[src/rtl/tfpm_pkg.sv]
// Shared types, constants and frame pack and merge functions for the timed frame playback merge block.
package tfpm_pkg;

    localparam int TABLE_DEPTH_DEF = 256;
    localparam int MODE_W          = 2;
    localparam int STATUS_W        = 3;
    localparam int FRAME_W         = 64;
    localparam int TIME_W          = 32;

    localparam logic [7:0] STICK_NEUTRAL = 8'd128;
    localparam logic [7:0] HAT_NEUTRAL   = 8'd8;

    localparam logic [MODE_W-1:0] MODE_STORED_PRI = 2'd0;
    localparam logic [MODE_W-1:0] MODE_LIVE_PRI   = 2'd1;

    localparam logic [STATUS_W-1:0] ST_FOUND    = 3'd0;
    localparam logic [STATUS_W-1:0] ST_NO_FRAME = 3'd1;
    localparam logic [STATUS_W-1:0] ST_APPENDED = 3'd2;
    localparam logic [STATUS_W-1:0] ST_DUPLICATE = 3'd3;
    localparam logic [STATUS_W-1:0] ST_FULL     = 3'd4;

    localparam logic OP_APPEND = 1'b0;

    localparam logic [0:0] REG_MERGE_MODE = 1'b0;

    typedef logic [FRAME_W-1:0] frame_t;

    typedef struct packed {
        logic        op;
        logic [31:0] time_stamp;
        logic [7:0]  head_byte;
        logic [15:0] button_bits;
        logic [31:0] stick_bytes;
        logic [7:0]  hat_byte;
    } req_item_t;

    typedef struct packed {
        logic [7:0]          out_head_byte;
        logic [15:0]         out_button_bits;
        logic [31:0]         out_stick_bytes;
        logic [7:0]          out_hat_byte;
        logic [STATUS_W-1:0] status;
    } rsp_item_t;

    typedef enum logic [1:0] {
        S_IDLE,
        S_PROBE,
        S_STEP,
        S_DONE
    } ctrl_state_t;

    typedef struct packed {
        logic capture;
        logic append;
        logic search;
        logic update;
        logic load_out;
    } dp_cmd_t;

    typedef struct packed {
        logic is_append;
        logic more;
        logic out_free;
    } dp_status_t;

    function automatic frame_t pack_frame(input req_item_t item);
        pack_frame = {item.hat_byte, item.stick_bytes, item.button_bits, item.head_byte};
    endfunction

    function automatic frame_t merge_frames(input frame_t pri, input frame_t oth);
        frame_t r;
        r = '0;
        r[7:0]  = pri[7:0];
        r[23:8] = pri[23:8] | oth[23:8];
        for (int k = 3; k < 7; k++)
        begin
            if (pri[8*k +: 8] == STICK_NEUTRAL)
            begin
                r[8*k +: 8] = oth[8*k +: 8];
            end
            else
            begin
                r[8*k +: 8] = pri[8*k +: 8];
            end
        end
        if (pri[63:56] == HAT_NEUTRAL)
        begin
            r[63:56] = oth[63:56];
        end
        else
        begin
            r[63:56] = pri[63:56];
        end
        merge_frames = r;
    endfunction

endpackage

[src/rtl/tfpm_ctrl.sv]
// Controller state machine sequencing append, binary search and result delivery.
module tfpm_ctrl (
    input  logic                  clk,
    input  logic                  rst_n,
    input  logic                  req_valid,
    output logic                  req_stall,
    input  tfpm_pkg::dp_status_t  dp_status,
    output tfpm_pkg::dp_cmd_t     dp_cmd
);
    import tfpm_pkg::*;

    ctrl_state_t state_reg;
    ctrl_state_t state_next;

    always_ff @(posedge clk or negedge rst_n)
    begin
        if (!rst_n)
        begin
            state_reg <= S_IDLE;
        end
        else
        begin
            state_reg <= state_next;
        end
    end

    always_comb
    begin
        state_next = state_reg;
        case (state_reg)
            S_IDLE:
            begin
                if (req_valid)
                begin
                    state_next = S_PROBE;
                end
            end
            S_PROBE:
            begin
                if (dp_status.is_append || !dp_status.more)
                begin
                    state_next = S_DONE;
                end
                else
                begin
                    state_next = S_STEP;
                end
            end
            S_STEP:
            begin
                if (!dp_status.more)
                begin
                    state_next = S_DONE;
                end
            end
            S_DONE:
            begin
                if (dp_status.out_free)
                begin
                    state_next = S_IDLE;
                end
            end
            default:
            begin
                state_next = S_IDLE;
            end
        endcase
    end

    always_comb
    begin
        dp_cmd    = '0;
        req_stall = 1'b1;
        case (state_reg)
            S_IDLE:
            begin
                req_stall      = 1'b0;
                dp_cmd.capture = req_valid;
            end
            S_PROBE:
            begin
                dp_cmd.append = dp_status.is_append;
                dp_cmd.search = !dp_status.is_append;
            end
            S_STEP:
            begin
                dp_cmd.search = 1'b1;
                dp_cmd.update = 1'b1;
            end
            S_DONE:
            begin
                dp_cmd.load_out = dp_status.out_free;
            end
            default:
            begin
                req_stall = 1'b1;
            end
        endcase
    end

endmodule

[config.mk]
export PLATFORM = sky130hd
export DESIGN_NAME = tfpm_ctrl
export DESIGN_NICKNAME = d
export VERILOG_FILES = /design/src/rtl/tfpm_pkg.sv /design/src/rtl/tfpm_ctrl.sv
export SDC_FILE = /design/constraint.sdc
export NUM_CORES = 1
export LEC_CHECK = 0
export BUFFER_PORTS_ARGS = -buffer_cell sky130_fd_sc_hd__clkbuf_2
export CAP_MARGIN = 10
export CORE_AREA = 2 2 39 41
export CTS_CLUSTER_DIAMETER = 100
export DETAILED_ROUTE_END_ITERATION = 12
export DIE_AREA = 0 0 41 43
export SLEW_MARGIN = 40
export SYNTH_ARGS = -nofsm -noshare
export SYNTH_HDL_FRONTEND = slang
export SYNTH_SLANG_ARGS = --single-unit
[constraint.sdc]
create_clock -name clk -period 1.6 [get_ports clk]
set_input_delay 0.32 -clock clk [delete_from_list [all_inputs] [get_ports clk]]
set_output_delay 0.32 -clock clk [all_outputs]
set_load 0.05 [all_outputs]
---- Word-level counts from Yosys, hierarchy flattened ----
Cells that the tools add are included.
word-level totals
  register bits after elaboration ......... 2
  logic and storage cells ................. 23
operators by class
  mux-type cells .......................... 11
  equality and inequality tests ........... 6
  reductions and logical operators ........ 5
operator list
  operator              count
  $pmux W2 S4           1
  $mux W1               6
  $mux W2               3
  $ne A2 B2 Y1 const B  3
  $eq A2 B2 Y1 const B  2
  $reduce_and A3 Y1     1
  $eq A2 B1 Y1 const B  1
  $logic_not A1 Y1      2
  $logic_not A2 Y1      1
  $pmux W1 S2           1
  $logic_or A1 B1 Y1    1

---- Depth between registers and ports, before layout ----
Gate-level depths: netlist of the first run.
  word-level depth ........................ 4
  depth in mapped cells ................... 5
  mapped depth without buffers ............ 5

---- Worst setup path before layout of the first run ----
No wires, ideal clock.
  kind .................................... register -> output
  from .................................... reg state_reg[0]
  to ...................................... out dp_cmd[2] (netlist bit)
  required time ........................... 1280 ps
  buffers on the path ..................... 0
  setup slack ............................. -302 ps
  arrival ................................. 1582 ps
  stages on the path, launching flop included .. 4
  cells stage by stage .................... dfrtp_1 > inv_1 > ha_1 > o21a_1
RTL lines
  element                   line             RTL
  start: declaration        tfpm_ctrl.sv:12  ctrl_state_t state_reg;
  start signal: assignment  tfpm_ctrl.sv:23  state_reg <= state_next;
  end: declaration          tfpm_ctrl.sv:8   output tfpm_pkg::dp_cmd_t dp_cmd

==> results of run 1 <==
worst register-to-register path: stages (launching register included):
cell      delay, ps
dfrtp_1         360
inv_2            60
buf_4           140
ha_4            160
buf_4           130
nand2b_4         70
nand3_2          80
mux2_4          290
how the worst max path moves through the flow:
| stage | startpoint | end | slack (ps) | cells past startpoint |
|---|---|---|---|---|
| detailed placement | state_reg[0]$_DFFE_PN0P_ | dp_cmd[2] | 60 | 4 |
| CTS | state_reg[0]$_DFFE_PN0P_ | dp_cmd[2] | -50 | 4 |
| global placement | state_reg[0]$_DFFE_PN0P_ | dp_cmd[4] | 80 | 4 |
| global route | state_reg[1]$_DFFE_PN0P_ | dp_cmd[2] | -90 | 5 |
| finish | state_reg[0]$_DFFE_PN0P_ | dp_cmd[2] | -50 | 4 |
| floorplan | state_reg[0]$_DFFE_PN0P_ | dp_cmd[2] | 5 | 3 |
cells by family (layout without fill, tap and decap cells):
logic type | after synthesis | in the layout | synth area share [%]
AOI/OAI and AO/OA | 4 | 4 | 11.6
muxes | 1 | 1 | 5.58
buffers and inverters | 3 | 23 | 4.19
and+or+nand+nor | 10 | 10 | 32.1
adders and majority gates | 6 | 6 | 27.9
DFF | 2 | 2 | 18.6
cells in the final DEF, fill, tap and decap left out:
cell type	count
clkbuf_4	4
ha_1	3
o2111ai_1	1
and2_4	1
and3_1	1
a22oi_1	1
buf_4	5
mux2_4	1
nand3_2	1
buf_2	1
clkbuf_2	6
inv_1	1
a211oi_1	1
inv_2	2
nor2b_4	1
o21a_2	1
dlygate4sd3_1	1
buf_8	2
ha_2	1
ha_4	2
clkbuf_8	1
nand2_4	1
nand2b_1	1
dfrtp_1	2
nand2b_4	2
and2_1	2
routing by layer:
metal	vias to the layer above	share of wire [%]	track usage, %
met4	0	0	9.33
met1	114	42	10.6
met3	0	5.5	2.09
met5	-	0	0
li1	127	-	-
met2	10	52	12.2
layout make-up:
class                   instances  area (sq um)  area share (%)
multi-input cells              21           246            50.9
well taps                      16          20.0            4.13
repair buffers                 17           134            27.6
flip-flops and latches          2          50.0            10.3
inverters                       3          11.3            2.33
clock buffers                   3          22.5            4.65
power breakdown:
part	switching, mW	internal (mW)
clock network	0.0372	0.0835
registers	0.0272	0.0803
logic	0.510	0.429
through the flow:
| step | hold slack [ps] | TNS, ps |
|---|---|---|
| 2_1_floorplan | 24.4 | 0 |
| 3_3_place_gp | 110 | 0 |
| 3_5_place_dp | 109 | 0 |
| 4_1_cts | 412 | -72.3 |
| 5_1_grt | 424 | -182 |
| 6_report | 407 | -89.3 |
timing repair:
| action | in CTS | in global routing |
|---|---|---|
| setup buffers | 1 | 3 |
| hold buffers | 1 | 0 |
| hold endpoints to repair | 2 | 0 |
| pin swaps | 1 | 3 |
| endpoints found under the setup margin | 6 | 5 |
| gates resized for setup | 13 | 6 |
==> impl_metrics.csv, run 1 <==
group,metric,value,unit
run_status,outcome,"finished, violations left",
run_status,violations,"negative setup slack",
setup_path,crit_path_max_incr_delay,410,ps
place,dp_cells,54,
logic_synthesis,synth_common_cells,"6 x ha_1, 3 x and2_1, 3 x inv_1",
finish,nFillCells,143,
setup_path,ff2ff_setup_slack,190,ps
routing,vias_per_cell,4.05,
logic_synthesis,yosysTopAreaCell,"ha_1",
logic_synthesis,synthCells,26,
routing,post-route-drc-count,0,
logic_synthesis,synth_edf_count,0,
logic_synthesis,syn-num-nets,38,
sta,setup_viol,2,
sta,fin_worst_skew,8.89,ps
logic_synthesis,avgSynthCellArea,10.3,sq um
setup_path,start_kind,"flip-flop",
global_route,grt_overflow,0,
sta,fin_crit_sh,103,%
clocking,h-tree-depth,1,
die,die_area,1760,sq um
die,initial_utilization,19.4,%
clocking,numClockSinks,2,
die,die_h,43,um
routing,wirelength,722,um
setup_path,worstPathMaxFanout,4,
power,ir_drop,0.00120,V
routing,dr_total_vias,251,
setup_path,worstPathArrival,1330,ps
place,dpl-instance-area,355,sq um
power,p_total,1.17,mW
die,rows,14,
setup_path,worstSetupPathType,"reg -> out",
global_route,globalRouteTotalUtil,9.04,%
power,power_density,2410,nW/um^2
finish,finalNetCount,60,
routing,drtAntennaViolNets,0,
global_route,grt_antenna_before_repair,0,
logic_synthesis,post-synth-top-count-cell,"ha_1",
clocking,clkTransAtPathRegs,40,ps
global_route,grt_pass1_wl,1010,um
global_route,grt_max_degree,5,
run,drv_cap,0,
sta,slew_headroom,81.8,%
setup_path,required,1280,ps
sta,fmax,606,MHz
finish,fin_cells,62,
clocking,cts_inserted_buffers,3,
logic_synthesis,ys_warn_count,0,
setup_path,critPathSlowestCell,"dfrtp_1",
finish,stdcell_area,484,sq um
setup_path,rr_worst_depth,7,
min_path,hold_path.class,"in -> async",
routing,drtIter0Drc,3,
clocking,cts_buffer_depth,2,
setup_path,cp_top_family,"flip-flops",
finish,area_growth,80.0,%
die,die_x,41,um
global_route,grt_pass1_vias,253,
clocking,clk_latency,230,ps
logic_synthesis,async_flop_share,100,%
sta,hold_viol_final,0,
die,core_area,1380,sq um
finish,utilization,35.0,%
sta,rsz0062_at_grt,"yes",
logic_synthesis,synth_area_leaders,"ha_1 28%, dfrtp_1 19%, nand2b_4 10%",
routing,drtPass1Iterations,4,
setup_path,r2r-end,"state_reg[1]$_DFFE_PN0P_",
sta,worst_pin_slew,274,ps
finish,largest_register_ffs,2,
finish,drive_above_1_share,69.6,%
clocking,clockRootBuffer,"clkbuf_4",
logic_synthesis,synth_area,269,sq um
setup_path,timing.critical_path.buf_inv,1,
logic_synthesis,synth_cell_types,15,
place,hpwl,429,um
finish,antenna_cells,0,
logic_synthesis,ys_ff_latch,2,
clocking,cts_tree,"yes",
die,boundaryPins,12,
sta,period_minus_slack,1650,ps
logic_synthesis,synth_top_area_share,27.9,%
setup_path,end_kind,"primary output",
setup_path,crit_chain,"ha_2, nor2b_4, o21a_2, buf_8",
power,leakage,0.247,nW
place,port_buffers,11,
setup_path,r2r-start,"state_reg[1]$_DFFE_PN0P_",
logic_synthesis,ys_seq_area_share,18.6,%
routing,detail_route.wl_per_cell,11.6,um
place,place_congestion,0.701,
logic_synthesis,synthFlopType,"dfrtp_1",
place,place_worst_setup_slack,56.6,ps
sta,fin_ws,-49.5,ps
sta,slew_viol_final,0,
Note: power is estimated with default switching activity, not from simulation.
==> inputs of run 2 (changes only) <==
--- a/config.mk
+++ b/config.mk
@@ -5,6 +5,7 @@
 export SDC_FILE = /design/constraint.sdc
 export NUM_CORES = 1
 export LEC_CHECK = 0
+export ABC_AREA = 1
 export BUFFER_PORTS_ARGS = -buffer_cell sky130_fd_sc_hd__clkbuf_2
 export CAP_MARGIN = 10
 export CORE_AREA = 2 2 39 41
==> constraint.sdc (replaced) <==
create_clock -name clk -period 2 [get_ports clk]
set_input_delay 0.4 -clock clk [delete_from_list [all_inputs] [get_ports clk]]
set_output_delay 0.4 -clock clk [all_outputs]
set_load 0.05 [all_outputs]
==> run 2 against run 1 <==
The run now ends clean. Global-route usage shrank 3.2 points. Via count down 2.4%. Wire length fell by 30%. Critical path depth grew 1. Register-to-register slack improved by 420 ps. Cell area decreased by 25%. Worst hold slack improved by 93 ps. Critical path type unchanged. Critical endpoint unchanged. Highest routed layer unchanged.
==> impl_metrics.csv, run 2 <==
group,metric,value,unit
routing,wirelength,508,um
setup_path,worstPathMaxFanout,6,
place,place_congestion,0.658,
clocking,numClockSinks,2,
setup_path,ff2ff_setup_slack,610,ps
routing,drtIter0Drc,4,
setup_path,critPathSlowestCell,"dfrtp_1",
finish,largest_register_ffs,2,
logic_synthesis,avgSynthCellArea,6.83,sq um
setup_path,crit_chain,"inv_1, ha_1, inv_1, nor2_2, clkbuf_2",
sta,rsz0062_at_grt,"no",
die,boundaryPins,12,
clocking,h-tree-depth,1,
finish,final_common_cell,"clkbuf_2",
finish,layout_common_cells,"11 x clkbuf_2, 9 x nand2_1, 8 x inv_1",
finish,drive_above_1_share,38.5,%
routing,routed.top_layer,"met3",
logic_synthesis,synth_area,253,sq um
clocking,cts_tree,"yes",
sta,fin_crit_sh,94.2,%
sta,worst_pin_slew,280,ps
logic_synthesis,ys_ff_latch,2,
setup_path,required,1600,ps
routing,vias_per_cell,3.60,
die,die_area,1760,sq um
setup_path,start_kind,"flip-flop",
logic_synthesis,synth_cell_types,13,
sta,hold_viol_final,0,
logic_synthesis,syn-num-nets,49,
global_route,grt_pass1_vias,196,
clocking,cts_buffer_depth,2,
routing,route.met2.wl,244,um
sta,fmax,531,MHz
die,rows,14,
setup_path,worstSetupPathType,"reg -> out",
routing,wl_met3,47,um
clocking,postCtsSetupBuffers,0,
logic_synthesis,synth_common_cells,"9 x nand2_1, 8 x inv_1, 6 x ha_1",
clocking,clockRootBuffer,"clkbuf_4",
logic_synthesis,synth_top_area_share,29.7,%
global_route,grt_pass1_wl,724,um
setup_path,end_kind,"primary output",
die,initial_utilization,18.3,%
setup_path,worstPathArrival,1480,ps
global_route,grt_max_degree,7,
clocking,clk_latency,220,ps
routing,dr_total_vias,245,
routing,drtAntennaViolNets,0,
clocking,ctsHoldBuffers,1,
finish,area_growth,43.6,%
logic_synthesis,async_flop_share,100,%
sta,slew_viol_final,0,
setup_path,timing.critical_path.mode_cell,"inv_1",
finish,antenna_cells,0,
logic_synthesis,synthFlopType,"dfrtp_1",
logic_synthesis,synth_edf_count,0,
run,drv_cap,0,
setup_path,crit_path_max_incr_delay,430,ps
logic_synthesis,yosysTopAreaCell,"ha_1",
clocking,cts_inserted_buffers,3,
die,die_h,43,um
sta,setup_viol,0,
sta,slew_headroom,81.4,%
clocking,ctsResizeCount,0,
run_status,outcome,"finished clean",
global_route,globalRouteTotalUtil,5.82,%
global_route,grt_antenna_before_repair,0,
finish,finalNetCount,66,
sta,setup_tns,0,ps
min_path,hold_path.class,"in -> async",
logic_synthesis,ys_seq_area_share,19.8,%
place,port_buffers,11,
routing,drtPass1Iterations,4,
logic_synthesis,synth_area_leaders,"ha_1 30%, dfrtp_1 20%, nand2_1 13%",
die,core_area,1380,sq um
sta,fin_worst_skew,8.28,ps
logic_synthesis,synthCells,37,
logic_synthesis,post-synth-top-count-cell,"nand2_1",
routing,detail_route.wl_per_cell,7.47,um
routing,post-route-drc-count,0,
clocking,clkTransAtPathRegs,40,ps
routing,met1_length,216,um
die,die_x,41,um
logic_synthesis,ys_warn_count,0,
global_route,grt_overflow,0,
sta,period_minus_slack,1880,ps
## run 2: cell types whose count changed in the layout (fill, tap and decap cells not counted), moves of 2 or more
cell | previous run | this run
nor2_2 | 0 | 2
ha_1 | 3 | 6
nand2_1 | 0 | 9
buf_4 | 5 | 0
nand2b_4 | 2 | 0
inv_1 | 1 | 8
buf_8 | 2 | 0
clkbuf_2 | 6 | 11
and2_1 | 2 | 0
ha_4 | 2 | 0
nand3_1 | 0 | 2
## run 2: cell type report
class / instances / area, sq um
repair buffers: 12 / 65.1
multi-input cells: 25 / 168
inverters: 10 / 37.5
flip-flops and latches: 2 / 50.0
fillers: 160 / 1020
clock buffers: 3 / 22.5
well taps: 16 / 20.0
## run 2: final timing paths
kind / from / cells after the start / to
min reg2reg: state_reg[1]$_DFFE_PN0P_ / 2 / state_reg[1]$_DFFE_PN0P_
min: rst_n / 2 / state_reg[0]$_DFFE_PN0P_
max in group asynchronous: rst_n / 2 / state_reg[1]$_DFFE_PN0P_
max reg2reg: state_reg[0]$_DFFE_PN0P_ / 8 / state_reg[1]$_DFFE_PN0P_
min in group clk: state_reg[1]$_DFFE_PN0P_ / 2 / state_reg[1]$_DFFE_PN0P_
max: state_reg[0]$_DFFE_PN0P_ / 5 / dp_cmd[2]
## run 2: metal layers
metal / vias to the layer above / GRT usage (%)
met3: 0 / 0
li1: 137 / -
met4: 0 / 2.00
met5: - / 0
met2: 10 / 10.3
met1: 98 / 7.05
## run 2: critical path: cells and delay by family, from the launching register on
family,cells,cell delay (ps)
buffers and inverters,3,440
adders and majority gates,1,290
and+or+nand+nor,1,100
DFF,1,430
## run 2: kinds of logic after synthesis
group	synth area share (%)
AND/OR/NAND/NOR	28.7
buffers and inverters	14.9
adder cells (fa/ha/maj)	29.7
AO/OA/AOI/OAI	6.93
flip-flops	19.8
## run 2: stage by stage
step | area [sq um] | cells | hold slack, ps | worst slack [ps] | utilization [%]
4_1_cts | 363 | 68 | 498 | 108 | 26.2
3_3_place_gp | 330 | 64 | 186 | 388 | 23.9
5_1_grt | 363 | 68 | 508 | 33.8 | 26.2
3_5_place_dp | 330 | 64 | 186 | 362 | 23.9
2_1_floorplan | 255 | 37 | 104 | 49.6 | -
6_report | 363 | 68 | 500 | 117 | 26.2
Power of run 2 is left out: the tool's default activity adds up to more than one toggle a clock period on the data nets, which glitch-free logic cannot reach.
==> inputs of run 3 (changes only) <==
==> constraint.sdc (replaced) <==
create_clock -name clk -period 1.55 [get_ports clk]
set_input_delay 0.31 -clock clk [delete_from_list [all_inputs] [get_ports clk]]
set_output_delay 0.31 -clock clk [all_outputs]
set_load 0.05 [all_outputs]
==> run 3 against run 2 <==
The run now ends with negative setup slack left. Via count increased by 12%. Setup slack lost 130 ps. Critical path depth did not move. First-iteration DRC count shrank 100%. Critical path type unchanged. Largest cell class unchanged.
==> impl_metrics.csv, run 3 (synthesis gave the netlist of run 2 again) <==
group,metric,value,unit
setup_path,ff2ff_setup_slack,210,ps
sta,slew_headroom,83.6,%
clocking,cts_buffer_depth,2,
setup_path,cp_top_family,"flip-flops",
global_route,grt_max_degree,6,
sta,fin_crit_sh,101,%
setup_path,timing.critical_path.buf_inv,2,
die,die_area,1760,sq um
finish,final_common_cell,"nand2_1",
place,hpwl,473,um
setup_path,crit_chain,"buf_6, ha_4, a21oi_4, nor2_4, buf_8",
place,dp_cells,66,
sta,setup_viol,1,
clocking,numClockSinks,2,
finish,layout_common_cells,"8 x nand2_1, 6 x inv_2, 5 x clkbuf_2",
run_status,violations,"negative setup slack",
sta,slew_viol_final,0,
setup_path,worstPathArrival,1250,ps
clocking,cts_inserted_buffers,3,
finish,largest_register_ffs,2,
routing,dr_total_vias,275,
setup_path,worstSetupPathType,"reg -> out",
die,boundaryPins,12,
setup_path,crit_path_max_incr_delay,390,ps
place,place_congestion,0.650,
routing,vias_per_cell,3.77,
die,die_x,41,um
clocking,clockRootBuffer,"clkbuf_4",
global_route,grt_pass1_vias,238,
setup_path,rr_worst_depth,7,
setup_path,worstPathMaxFanout,3,
global_route,globalRouteTotalUtil,8.33,%
routing,drtPass1Iterations,1,
setup_path,end_kind,"primary output",
finish,finalNetCount,71,
die,initial_utilization,18.3,%
run,drv_cap,0,
routing,drtAntennaViolNets,0,
finish,drive_above_1_share,63.2,%
sta,period_minus_slack,1560,ps
global_route,grt_antenna_before_repair,0,
clocking,clkTransAtPathRegs,30,ps
setup_path,crit_start,"state_reg[1]$_DFFE_PN0P_",
routing,drtIter0Drc,0,
setup_path,required,1240,ps
run_status,outcome,"finished, violations left",
clocking,h-tree-depth,1,
finish,fin_cells,73,
clocking,cts_tree,"yes",
sta,fmax,640,MHz
setup_path,r2r-start,"state_reg[0]$_DFFE_PN0P_",
sta,fin_ws,-11.7,ps
routing,wirelength,705,um
routing,detail_route.wl_per_cell,9.66,um
finish,area_growth,100,%
clocking,clk_latency,230,ps
sta,rsz0062_at_grt,"yes",
die,rows,14,
setup_path,critPathSlowestCell,"dfrtp_1",
finish,antenna_cells,0,
min_path,hold_path.class,"in -> async",
setup_path,start_kind,"flip-flop",
global_route,grt_pass1_wl,924,um
sta,worst_pin_slew,248,ps
place,port_buffers,11,
global_route,grt_overflow,0,
routing,post-route-drc-count,0,
sta,fin_worst_skew,6.53,ps
die,core_area,1380,sq um
sta,hold_viol_final,0,
die,die_h,43,um
setup_path,r2r-end,"state_reg[1]$_DFFE_PN0P_",
[run 3: cell types whose count changed in the layout (fill, tap and decap cells not counted), sizes merged]
cell    change
clkbuf      -4
buf         +9
[run 3: repair_timing]
item / 4_1_cts / 5_1_grt
endpoints found under the setup margin: 5 / 5
hold buffers: 1 / 0
hold endpoints to repair: 2 / 0
setup buffers: 1 / 2
resized for setup: 13 / 15
pin swaps: 0 / 2
[run 3: per-layer routing]
metal  GRT usage, %  wire length (um)  vias up
li1               -                 -      150
met1           7.72               242      120
met2           13.8               437        5
met3           4.71                25        0
met4           4.00                 0        0
met5              0                 0        -
[run 3: worst max-delay path by stage]
stage	slack, ps	depth (start not counted)	to
after CTS	-40	5	dp_cmd[2]
after global routing	-60	5	dp_cmd[2]
after floorplan	4	7	state_reg[1]$_DFFE_PN0P_
after detailed placement	70	5	dp_cmd[2]
after global placement	90	5	dp_cmd[2]
final	-10	5	dp_cmd[2]
[run 3: layout make-up]
cell class	instances	area (sq um)
inverters	10	37.5
flip-flops and latches	2	51.3
well taps	16	20.0
fillers	150	878
clock buffers	3	22.5
repair buffers	17	148
multi-input cells	25	226
[run 3: metrics by stage]
stage	TNS, ps	setup slack (ps)	cell area, sq um	hold WS [ps]	utilization, %
global placement	0	92.0	363	102	26.2
finish	-11.7	-11.7	505	402	36.5
global route	-110	-63.0	505	416	36.5
detailed placement	0	67.4	363	99.6	26.2
CTS	-58.7	-39.3	450	403	32.5
floorplan	0	3.82	273	14.4	-
Power of run 3 is left out for the same reason.
